**src/rtl/core/tks_pkg.sv**
```systemverilog
// Shared types and constants for the streaming top-k selector.
// No dependencies; every other file refers to it by scoped names.
package tks_pkg;

    localparam int VALUE_W      = 32;
    localparam int RANK_W       = 4;
    localparam int CNT_W        = 5;
    localparam int MAX_KEEP_DEF = 16;
    // the result channel ranks at most this many values
    localparam int RESULT_LIMIT = 16;
    localparam logic [CNT_W-1:0] KEEP_RESET = 5'd16;

    // per-cycle command broadcast to every cell of the chain
    typedef struct packed {
        logic                      insert;
        logic                      shift;
        logic signed [VALUE_W-1:0] sample;
    } cell_ctrl_t;

    typedef enum logic [1:0] {
        S_COLLECT = 2'b01,
        S_DRAIN   = 2'b10
    } state_t;

endpackage

```
**src/rtl/core/tks_ifs.sv**
```systemverilog
// Channel interfaces of the top-k selector: samples, results, configuration.
// Depends on tks_pkg for field widths.
interface tks_sample_if;
    logic                               valid;
    logic                               ready;
    logic signed [tks_pkg::VALUE_W-1:0] sample_value;
    logic                               end_of_set;

    modport source (output valid, output sample_value, output end_of_set, input ready);
    modport sink (input valid, input sample_value, input end_of_set, output ready);
endinterface

interface tks_result_if;
    logic                               valid;
    logic                               ready;
    logic signed [tks_pkg::VALUE_W-1:0] kept_value;
    logic [tks_pkg::RANK_W-1:0]         rank;
    logic                               short_stream;
    logic                               last_result;

    modport source (output valid, output kept_value, output rank, output short_stream,
                    output last_result, input ready);
    modport sink (input valid, input kept_value, input rank, input short_stream,
                  input last_result, output ready);
endinterface

interface tks_cfg_if;
    logic                             valid;
    logic                             ready;
    logic [tks_pkg::CNT_W-1:0]        data;

    modport source (output valid, output data, input ready);
    modport sink (input valid, input data, output ready);
endinterface

```
**src/rtl/core/tks_cell.sv**
```systemverilog
// One cell of the sorted chain: holds one kept value, inserts or shifts.
// Depends on tks_pkg for cell_ctrl_t and the value width.
module tks_cell
(
    input  logic                               clk,
    input  tks_pkg::cell_ctrl_t                ctrl,
    input  logic                               occupied,
    input  logic                               left_ge,
    input  logic signed [tks_pkg::VALUE_W-1:0] left_value,
    input  logic signed [tks_pkg::VALUE_W-1:0] right_value,
    output logic signed [tks_pkg::VALUE_W-1:0] value,
    output logic                               ge
);

    logic signed [tks_pkg::VALUE_W-1:0] value_reg;
    logic signed [tks_pkg::VALUE_W-1:0] value_next;

    // a held value at least the sample stays ahead of it
    assign ge = occupied && (value_reg >= ctrl.sample);

    // keep, take the sample, take the left neighbor, or take the right one
    always_comb
    begin
        value_next = value_reg;
        if (ctrl.insert)
        begin
            if (!ge)
            begin
                value_next = left_ge ? ctrl.sample : left_value;
            end
        end
        else if (ctrl.shift)
        begin
            value_next = right_value;
        end
    end

    always_ff @(posedge clk)
    begin
        value_reg <= value_next;
    end

    assign value = value_reg;

endmodule

```
**src/rtl/core/streaming_top_k_select.sv**
```systemverilog
// Streaming top-k selector: sample channel in, ranked result channel out.
// Depends on tks_pkg, the channel interfaces and tks_cell.
//
// Use: write keep_count (k, 1..16, reset 16) on cfg while the block is idle;
// a write also empties the store. Send values on samples; the store keeps the
// k largest in a chain of compare cells, one value inserted per cycle, so the
// sample channel takes one transaction every cycle while a set streams in.
// The transaction with end_of_set is inserted too, then the chain drains from
// its head: one result per cycle while the receiver is ready, largest first,
// rank counting from 0, last_result on the final one, short_stream set on all
// results when fewer than k values arrived. Each result is loaded from the
// chain head into the output register; samples.ready stays low for the whole
// drain, also while the receiver stalls, as each shift of the chain waits for
// the output register to free up. The next set may start while the final
// result still waits in the output register.
// Reset empties the store and sets k to 16; no clearing pass is needed.
module streaming_top_k_select
#(
    parameter int MAX_KEEP = tks_pkg::MAX_KEEP_DEF
)
(
    input  logic          clk,
    input  logic          rst_n,
    tks_sample_if.sink    samples,
    tks_result_if.source  results,
    tks_cfg_if.sink       cfg
);

    localparam int NCELL = (MAX_KEEP < tks_pkg::RESULT_LIMIT) ? MAX_KEEP
                                                               : tks_pkg::RESULT_LIMIT;
    localparam int CW = $clog2(NCELL + 1);
    localparam int IW = (NCELL > 1) ? $clog2(NCELL) : 1;

    tks_pkg::state_t            state_reg, state_next;
    logic [tks_pkg::CNT_W-1:0]  keep_count_reg, keep_count_next;
    logic [CW-1:0]              fill_reg, fill_next;
    logic [CW-1:0]              remain_reg, remain_next;
    logic [tks_pkg::RANK_W-1:0] rank_reg, rank_next;
    logic                       short_reg, short_next;

    logic                               out_valid_reg, out_valid_next;
    logic signed [tks_pkg::VALUE_W-1:0] out_value_reg, out_value_next;
    logic [tks_pkg::RANK_W-1:0]         out_rank_reg, out_rank_next;
    logic                               out_short_reg, out_short_next;
    logic                               out_last_reg, out_last_next;

    logic [CW-1:0]              k_eff;
    logic [IW-1:0]              k_last;
    logic                       full;
    logic                       in_fire;
    logic                       load;
    logic [CW-1:0]              fill_after;
    tks_pkg::cell_ctrl_t        ctrl;

    logic [NCELL-1:0]                   cell_ge;
    logic [NCELL-1:0]                   cell_occ;
    logic signed [tks_pkg::VALUE_W-1:0] cell_value [NCELL];

    // clamp k to 1 .. number of cells
    always_comb
    begin
        if (keep_count_reg == '0)
        begin
            k_eff = CW'(1);
        end
        else if (keep_count_reg > tks_pkg::CNT_W'(NCELL))
        begin
            k_eff = CW'(NCELL);
        end
        else
        begin
            k_eff = keep_count_reg[CW-1:0];
        end
    end

    assign k_last     = IW'(k_eff - CW'(1));
    assign full       = (fill_reg == k_eff);
    assign fill_after = full ? fill_reg : fill_reg + CW'(1);

    assign samples.ready = (state_reg == tks_pkg::S_COLLECT);
    assign cfg.ready     = 1'b1;
    assign in_fire       = samples.valid && samples.ready;
    assign load          = (state_reg == tks_pkg::S_DRAIN) && (!out_valid_reg || results.ready);

    // insert while filling or if the sample beats the smallest; shift on loads
    always_comb
    begin
        ctrl.sample = samples.sample_value;
        ctrl.insert = in_fire && (!full || !cell_ge[k_last]);
        ctrl.shift  = load;
    end

    // build the chain of cells
    genvar g;
    generate
        for (g = 0; g < NCELL; g++)
        begin : g_cell
            logic                               left_ge;
            logic signed [tks_pkg::VALUE_W-1:0] left_value;
            logic signed [tks_pkg::VALUE_W-1:0] right_value;

            assign cell_occ[g] = (fill_reg > CW'(g));

            if (g == 0)
            begin : g_head
                assign left_ge    = 1'b1;
                assign left_value = '0;
            end
            else
            begin : g_body
                assign left_ge    = cell_ge[g-1];
                assign left_value = cell_value[g-1];
            end

            if (g == NCELL - 1)
            begin : g_tail
                assign right_value = '0;
            end
            else
            begin : g_mid
                assign right_value = cell_value[g+1];
            end

            tks_cell u_cell
            (
                .clk         (clk),
                .ctrl        (ctrl),
                .occupied    (cell_occ[g]),
                .left_ge     (left_ge),
                .left_value  (left_value),
                .right_value (right_value),
                .value       (cell_value[g]),
                .ge          (cell_ge[g])
            );
        end
    endgenerate

    // sequence collection and drain, and advance the output register
    always_comb
    begin
        state_next      = state_reg;
        keep_count_next = keep_count_reg;
        fill_next       = fill_reg;
        remain_next     = remain_reg;
        rank_next       = rank_reg;
        short_next      = short_reg;
        out_valid_next  = out_valid_reg;
        out_value_next  = out_value_reg;
        out_rank_next   = out_rank_reg;
        out_short_next  = out_short_reg;
        out_last_next   = out_last_reg;

        if (results.ready)
        begin
            out_valid_next = 1'b0;
        end

        case (state_reg)
            tks_pkg::S_COLLECT:
            begin
                if (in_fire)
                begin
                    fill_next = fill_after;
                    if (samples.end_of_set)
                    begin
                        remain_next = fill_after;
                        rank_next   = '0;
                        short_next  = (fill_after != k_eff);
                        state_next  = tks_pkg::S_DRAIN;
                    end
                end
            end
            tks_pkg::S_DRAIN:
            begin
                if (load)
                begin
                    out_valid_next = 1'b1;
                    out_value_next = cell_value[0];
                    out_rank_next  = rank_reg;
                    out_short_next = short_reg;
                    out_last_next  = (remain_reg == CW'(1));
                    remain_next    = remain_reg - CW'(1);
                    rank_next      = rank_reg + tks_pkg::RANK_W'(1);
                    if (remain_reg == CW'(1))
                    begin
                        fill_next  = '0;
                        state_next = tks_pkg::S_COLLECT;
                    end
                end
            end
            default:
            begin
                state_next = tks_pkg::S_COLLECT;
            end
        endcase

        // a register write empties the store
        if (cfg.valid && cfg.ready)
        begin
            keep_count_next = cfg.data;
            fill_next       = '0;
        end
    end

    always_ff @(posedge clk or negedge rst_n)
    begin
        if (!rst_n)
        begin
            state_reg      <= tks_pkg::S_COLLECT;
            keep_count_reg <= tks_pkg::KEEP_RESET;
            fill_reg       <= '0;
            remain_reg     <= '0;
            rank_reg       <= '0;
            out_valid_reg  <= 1'b0;
        end
        else
        begin
            state_reg      <= state_next;
            keep_count_reg <= keep_count_next;
            fill_reg       <= fill_next;
            remain_reg     <= remain_next;
            rank_reg       <= rank_next;
            out_valid_reg  <= out_valid_next;
        end
    end

    // hold result payload
    always_ff @(posedge clk)
    begin
        short_reg     <= short_next;
        out_value_reg <= out_value_next;
        out_rank_reg  <= out_rank_next;
        out_short_reg <= out_short_next;
        out_last_reg  <= out_last_next;
    end

    assign results.valid        = out_valid_reg;
    assign results.kept_value   = out_value_reg;
    assign results.rank         = out_rank_reg;
    assign results.short_stream = out_short_reg;
    assign results.last_result  = out_last_reg;

`ifndef ASSERT_OFF
    // the store never holds more than k values
    a_fill_bound: assert property (@(posedge clk) disable iff (!rst_n)
        fill_reg <= k_eff)
        else $error("store holds more values than k");

    // an end-of-set transaction always starts a non-empty drain
    a_drain_start: assert property (@(posedge clk) disable iff (!rst_n)
        in_fire && samples.end_of_set && !(cfg.valid && cfg.ready)
        |=> state_reg == tks_pkg::S_DRAIN && remain_reg != '0)
        else $error("end of set did not start a drain");

    // draining always has a result left to send
    a_drain_left: assert property (@(posedge clk) disable iff (!rst_n)
        state_reg == tks_pkg::S_DRAIN |-> remain_reg != '0)
        else $error("drain with nothing left");

    // a stalled result transaction holds valid and payload
    a_result_hold: assert property (@(posedge clk) disable iff (!rst_n)
        results.valid && !results.ready
        |=> results.valid && $stable(results.kept_value) && $stable(results.rank)
            && $stable(results.short_stream) && $stable(results.last_result))
        else $error("stalled result changed");
`endif

endmodule

```
**src/flat_wrapper.sv**
```systemverilog
// flat-port wrapper written by rule: the top's interface ports become plain ports
module streaming_top_k_select_flat 
#(
    parameter int MAX_KEEP = tks_pkg::MAX_KEEP_DEF
)
  (clk, rst_n, samples_valid, samples_sample_value, samples_end_of_set, samples_ready, results_valid, results_kept_value, results_rank, results_short_stream, results_last_result, results_ready, cfg_valid, cfg_data, cfg_ready);
  tks_sample_if samples_i ();
  tks_result_if results_i ();
  tks_cfg_if cfg_i ();
  input  logic clk;
  input  logic rst_n;
  input wire logic [$bits(samples_i.valid)-1:0] samples_valid;
  input wire logic [$bits(samples_i.sample_value)-1:0] samples_sample_value;
  input wire logic [$bits(samples_i.end_of_set)-1:0] samples_end_of_set;
  output wire logic [$bits(samples_i.ready)-1:0] samples_ready;
  output wire logic [$bits(results_i.valid)-1:0] results_valid;
  output wire logic [$bits(results_i.kept_value)-1:0] results_kept_value;
  output wire logic [$bits(results_i.rank)-1:0] results_rank;
  output wire logic [$bits(results_i.short_stream)-1:0] results_short_stream;
  output wire logic [$bits(results_i.last_result)-1:0] results_last_result;
  input wire logic [$bits(results_i.ready)-1:0] results_ready;
  input wire logic [$bits(cfg_i.valid)-1:0] cfg_valid;
  input wire logic [$bits(cfg_i.data)-1:0] cfg_data;
  output wire logic [$bits(cfg_i.ready)-1:0] cfg_ready;
  assign samples_i.valid = samples_valid;
  assign samples_i.sample_value = samples_sample_value;
  assign samples_i.end_of_set = samples_end_of_set;
  assign samples_ready = samples_i.ready;
  assign results_valid = results_i.valid;
  assign results_kept_value = results_i.kept_value;
  assign results_rank = results_i.rank;
  assign results_short_stream = results_i.short_stream;
  assign results_last_result = results_i.last_result;
  assign results_i.ready = results_ready;
  assign cfg_i.valid = cfg_valid;
  assign cfg_i.data = cfg_data;
  assign cfg_ready = cfg_i.ready;
  streaming_top_k_select #(.MAX_KEEP(MAX_KEEP)) u_core (.clk(clk), .rst_n(rst_n), .samples(samples_i), .results(results_i), .cfg(cfg_i));
endmodule
```
**config.mk**
```make
export PLATFORM = sky130hd
export DESIGN_NAME = streaming_top_k_select_flat
export DESIGN_NICKNAME = d
export VERILOG_FILES = /design/src/rtl/core/tks_pkg.sv /design/src/rtl/core/tks_ifs.sv /design/src/rtl/core/tks_cell.sv /design/src/rtl/core/streaming_top_k_select.sv /design/src/flat_wrapper.sv
export SDC_FILE = /design/constraint.sdc
export NUM_CORES = 2
export LEC_CHECK = 0
export BUFFER_PORTS_ARGS = -buffer_cell sky130_fd_sc_hd__buf_2
export CAP_MARGIN = 20
export CORE_UTILIZATION = 45
export DETAILED_ROUTE_END_ITERATION = 10
export PLACE_DENSITY = 0.58
export SLEW_MARGIN = 10
export SYNTH_ARGS = -nofsm -noshare
export SYNTH_HDL_FRONTEND = slang
export SYNTH_HIERARCHICAL = 1
export SYNTH_SLANG_ARGS = --single-unit
```
**constraint.sdc**
```tcl
create_clock -name clk -period 12.54 [get_ports clk]
set_clock_uncertainty 0.2 [all_clocks]
set_input_delay 2.508 -clock clk [delete_from_list [all_inputs] [get_ports clk]]
set_output_delay 2.508 -clock clk [all_outputs]
set_load 0.02 [all_outputs]
```
==> run_results.csv <==
group,metric,value,unit
clock_network,cts_num_sinks,573,
timing,setup_viol,0,
synth,synthesis.yosys.warnings,6,
synth,avgSynthCellArea,9.789,um2
place,dpl_cell_area,0.04463,mm2
critical_path,r2r-start,"u_core/fill_reg[2]",
synth,synth_seq_cells,573,
floorplanning,std_cell_rows,112,
synth,sequential_to_total_area_share_from_yosys_stat,0.4007,
timing,unrepaired_setup_endpoints_after_global_routing,"false",
cells_and_area,final_net_count,5008,
clock_network,cts_root_buffer,"clkbuf_16",
global_route,grt_remaining_overflow,0,
critical_path,cp_data_required_time,12.66,ns
synth,synthesis.instances,4359,
synth,share_of_synthesized_flip_flops_with_an_asynchronous_set_or_reset,0.03839,
hold_path,worstHoldPathType,"reg -> reg",
place,place_congestion,0.8544,
cells_and_area,area_delta_synth_final,10.17,%
power,p_leak,0.01940,uW
clock_network,holdBufCountCts,0,
global_route,grt_antenna_before_repair,2,
synth,syn_area,0.04267,mm2
hold_path,hold_start,"u_core/short_reg",
drt,detailed_route_drc_error_count,0,
drt,drt-total-wl,108.3,mm
timing,worst_pin_slew,1.020,ns
clock_network,numCtsBuffers,73,
power,power_per_cell_area,158.7,mW/mm2
clock_network,clkTransAtPathRegs,0.05,ns
critical_path,critPathCaptureType,"flop",
floorplanning,die_height,309.9,um
global_route,top_usage_layer,"met2",
drt,post_drt_via_cell_ratio,5.488,
timing,post-route-min-period,8.593,ns
place,buffer_ports.inserted,82,
floorplanning,floorplan.die_area,0.09606,mm2
critical_path,timing.critical_path.from_type,"primary input",
timing,setup-tns-final,0,ns
cells_and_area,post_route_cells_drive_above_1_share,0.08135,
global_route,grt_pass1_vias,31067,
critical_path,worst_r2r_path_depth,12,
floorplanning,core_region_area,0.09361,mm2
timing,hold_violations,0,
drt,route.vias.total,31577,
timing,achievable-frequency,0.1164,GHz
clock_network,clock_tree_from_tritoncts,"done",
global_route,gr-usage-met2,0.3681,
drt,final_antenna_net_count,0,
critical_path,r2r-end,"u_core/g_cell[14].u_cell/value[28]",
cells_and_area,number_of_flip_flops_in_the_largest_register,512,
power,worst_ir_drop_vdd,0.08666,mV
synth,synth_edf_count,551,
hold_path,timing.hold.worst_path_depth,0,
critical_path,reg2reg_setup_slack,5.99,ns
clock_network,clock_tree.buffer_depth,3,
global_route,grt_usage,0.2248,
timing,holdWs,0.2275,ns
job,cap_violations,0,
global_route,use_met1,0.3049,
drt,drt-wirelength-per-cell,18.82,um
floorplanning,initial_utilization,0.4559,
synth,yosysUniqueCellTypes,83,
outcome,outcome,"complete, no violations",
cells_and_area,final_design_area_no_fill,0.04701,mm2
timing,slew_viol_final,0,
floorplanning,number_of_top_level_pins,84,
timing,timing.final.crit_share,0.6852,
global_route,use_met3,0.02166,
floorplanning,die_width,309.9,um
critical_path,critical_path_arrival,8.71,ns
place,place.detailed.hpwl,81.36,mm
drt,drtPass1Iterations,6,
clock_network,htree_num_levels,3,
critical_path,crit_path_max_fanout,96,
drt,drt_first_iter_violations,2197,
synth,synth_ff_type,"edfxtp_1",
global_route,grt_max_degree,176,
critical_path,timing_worst_setup_path_type,"in -> reg",
global_route,grt_first_pass_wirelength,171.9,mm
clock_network,postCtsResizedCells,0,
clock_network,postCtsSetupBuffers,0,
clock_network,clock_insertion_delay_at_the_later_pin_of_the_skew_report,0.63,ns
hold_path,timing.hold.worst_endpoint,"u_core/results.short_stream",
timing,worst_slew_margin_rel,0.3202,
[power breakdown]
part | leakage [uW] | switching [uW] | total, uW | internal (uW)
sequential | 0.00544 | 344 | 3010 | 2670
combinational | 0.0128 | 1410 | 2330 | 922
clock | 0.00117 | 867 | 2120 | 1250
total | 0.0194 | 2620 | 7460 | 4840
[per-layer routing]
metal | vias to the layer above | share of wire
met3 | 194 | 0.031
li1 | 15903 | -
met1 | 14827 | 0.47
met4 | 0 | 0.040
met5 | - | 0
met2 | 653 | 0.46
[metrics by stage]
step | cells | worst slack [ns] | power, uW | util
finish | 5754 | 3.947 | 7462 | 0.5022
detailed placement | 5623 | 3.441 | 5367 | 0.4767
global placement | 5623 | 3.605 | 5295 | 0.4767
CTS | 5753 | 4.107 | 7514 | 0.5022
floorplan | 4423 | 4.694 | 4646 | -
global route | 5754 | 3.619 | 7933 | 0.5022
[how the worst max path moves through the flow]
| stage | from | end | slack (ns) | depth (start not counted) |
|---|---|---|---|---|
| global route | samples_sample_value[14] | u_core/g_cell[9].u_cell/value[20] | 3.62 | 18 |
| finish | samples_sample_value[14] | u_core/g_cell[9].u_cell/value[22] | 3.95 | 17 |
| CTS | samples_sample_value[7] | u_core/g_cell[11].u_cell/value[22] | 4.11 | 17 |
| detailed placement | samples_sample_value[7] | u_core/g_cell[9].u_cell/value[22] | 3.44 | 17 |
| floorplan | samples_sample_value[14] | u_core/g_cell[0].u_cell/value[0] | 4.69 | 14 |
| global placement | samples_sample_value[12] | u_core/g_cell[9].u_cell/value[21] | 3.60 | 17 |
[critical path, cell delays in order]
cell and delay, ns:
buf_2 0.50, inv_1 0.10, ha_1 0.33, and4_4 0.22
a211oi_2 0.23, o21ai_1 0.10, o31ai_1 0.47, nor3b_2 0.33
nor3b_2 0.08, buf_4 0.31, mux4_1 0.61, mux4_2 0.52
a21boi_4 0.28, buf_12 0.35, buf_4 0.63, buf_4 0.84
a21oi_1 0.16
[final cells by class]
class	instances	area, um2
fill	8839	46600
inverter	528	1983
clock buffer	95	2044
multi-input combinational	3136	23150
clock inverter	35	336.6
timing repair buffer	132	823.3
antenna	1	2.502
tap	1254	1569
sequential	573	17100
[synth_stat cells, types with 3 or more instances]
cell       instances  area (um2)
nand3_1           39       195.2
and4_4            15       168.9
buf_2             48       240.2
mux2i_1          513        5135
nor3b_1           16       120.1
mux2_2             3       33.78
a211oi_1          17       127.6
nor2b_1           37       231.5
inv_1            524        1967
nor4b_2           16       240.2
o221ai_1           5       43.79
ha_1             521        6519
and4_1            32       280.3
o32a_1            15       150.1
a21o_1            33       247.7
nand2b_1          18       112.6
buf_1             17       63.81
clkbuf_1         118       442.9
o2bb2ai_1         15       131.4
nand4_1           67       419.2
nor3b_2           15       187.7
xnor2_1            5       43.79
nor3_1            22       110.1
o21a_1            19       142.6
a31oi_1            3       18.77
a21oi_1          708        3543
edfxtp_1         551       16550
a211oi_2          30       375.4
dfrtp_1           20       500.5
o211ai_1          17       127.6
and3_1            17       106.4
or2_1             15       93.84
o21ai_1           33       165.2
nor2_1           543        2038
o21ai_0           52       260.3
nand2_1          147       551.8
mux4_1             4       105.1
o31ai_2           15       187.7
o31ai_1           20       150.1
xor2_1             4       35.03
[placed cells by master, fill, tap and decap left out, types with 14 or more instances in the layout]
master,Yosys,layout
o31ai_2,15,15
nand4_1,67,67
and4_1,32,32
dfrtp_1,20,20
o32a_1,15,15
ha_1,521,521
a21o_1,33,33
a21oi_1,708,708
nand2_1,147,147
or2_1,15,15
buf_4,2,47
clkbuf_16,0,77
conb_1,2,66
mux2i_1,513,513
and3_1,17,17
inv_1,524,524
nor3b_2,15,29
nor3_1,22,22
a211oi_2,30,30
o21a_1,19,19
buf_2,48,82
nor4b_2,16,16
nand2b_1,18,18
o2bb2ai_1,15,15
o211ai_1,17,17
nand3_1,39,39
clkinv_1,2,14
o21ai_0,52,52
o31ai_1,20,20
edfxtp_1,551,551
a211oi_1,17,17
and4_4,15,15
nor2b_1,37,37
nor2_1,543,542
o21ai_1,33,33
[logic make-up after synthesis]
| group | Yosys count | share of synthesized area |
|---|---|---|
| simple gates | 1012 | 0.1166 |
| compound gates | 1005 | 0.1385 |
| buf+inv | 714 | 0.06459 |
| flops | 573 | 0.4007 |
| mux | 522 | 0.1244 |
| fa+ha+maj | 521 | 0.1528 |
| xor+xnor | 10 | 0.002228 |
| other cells | 2 | 0.0001760 |
(Power assumes the default switching activity.)
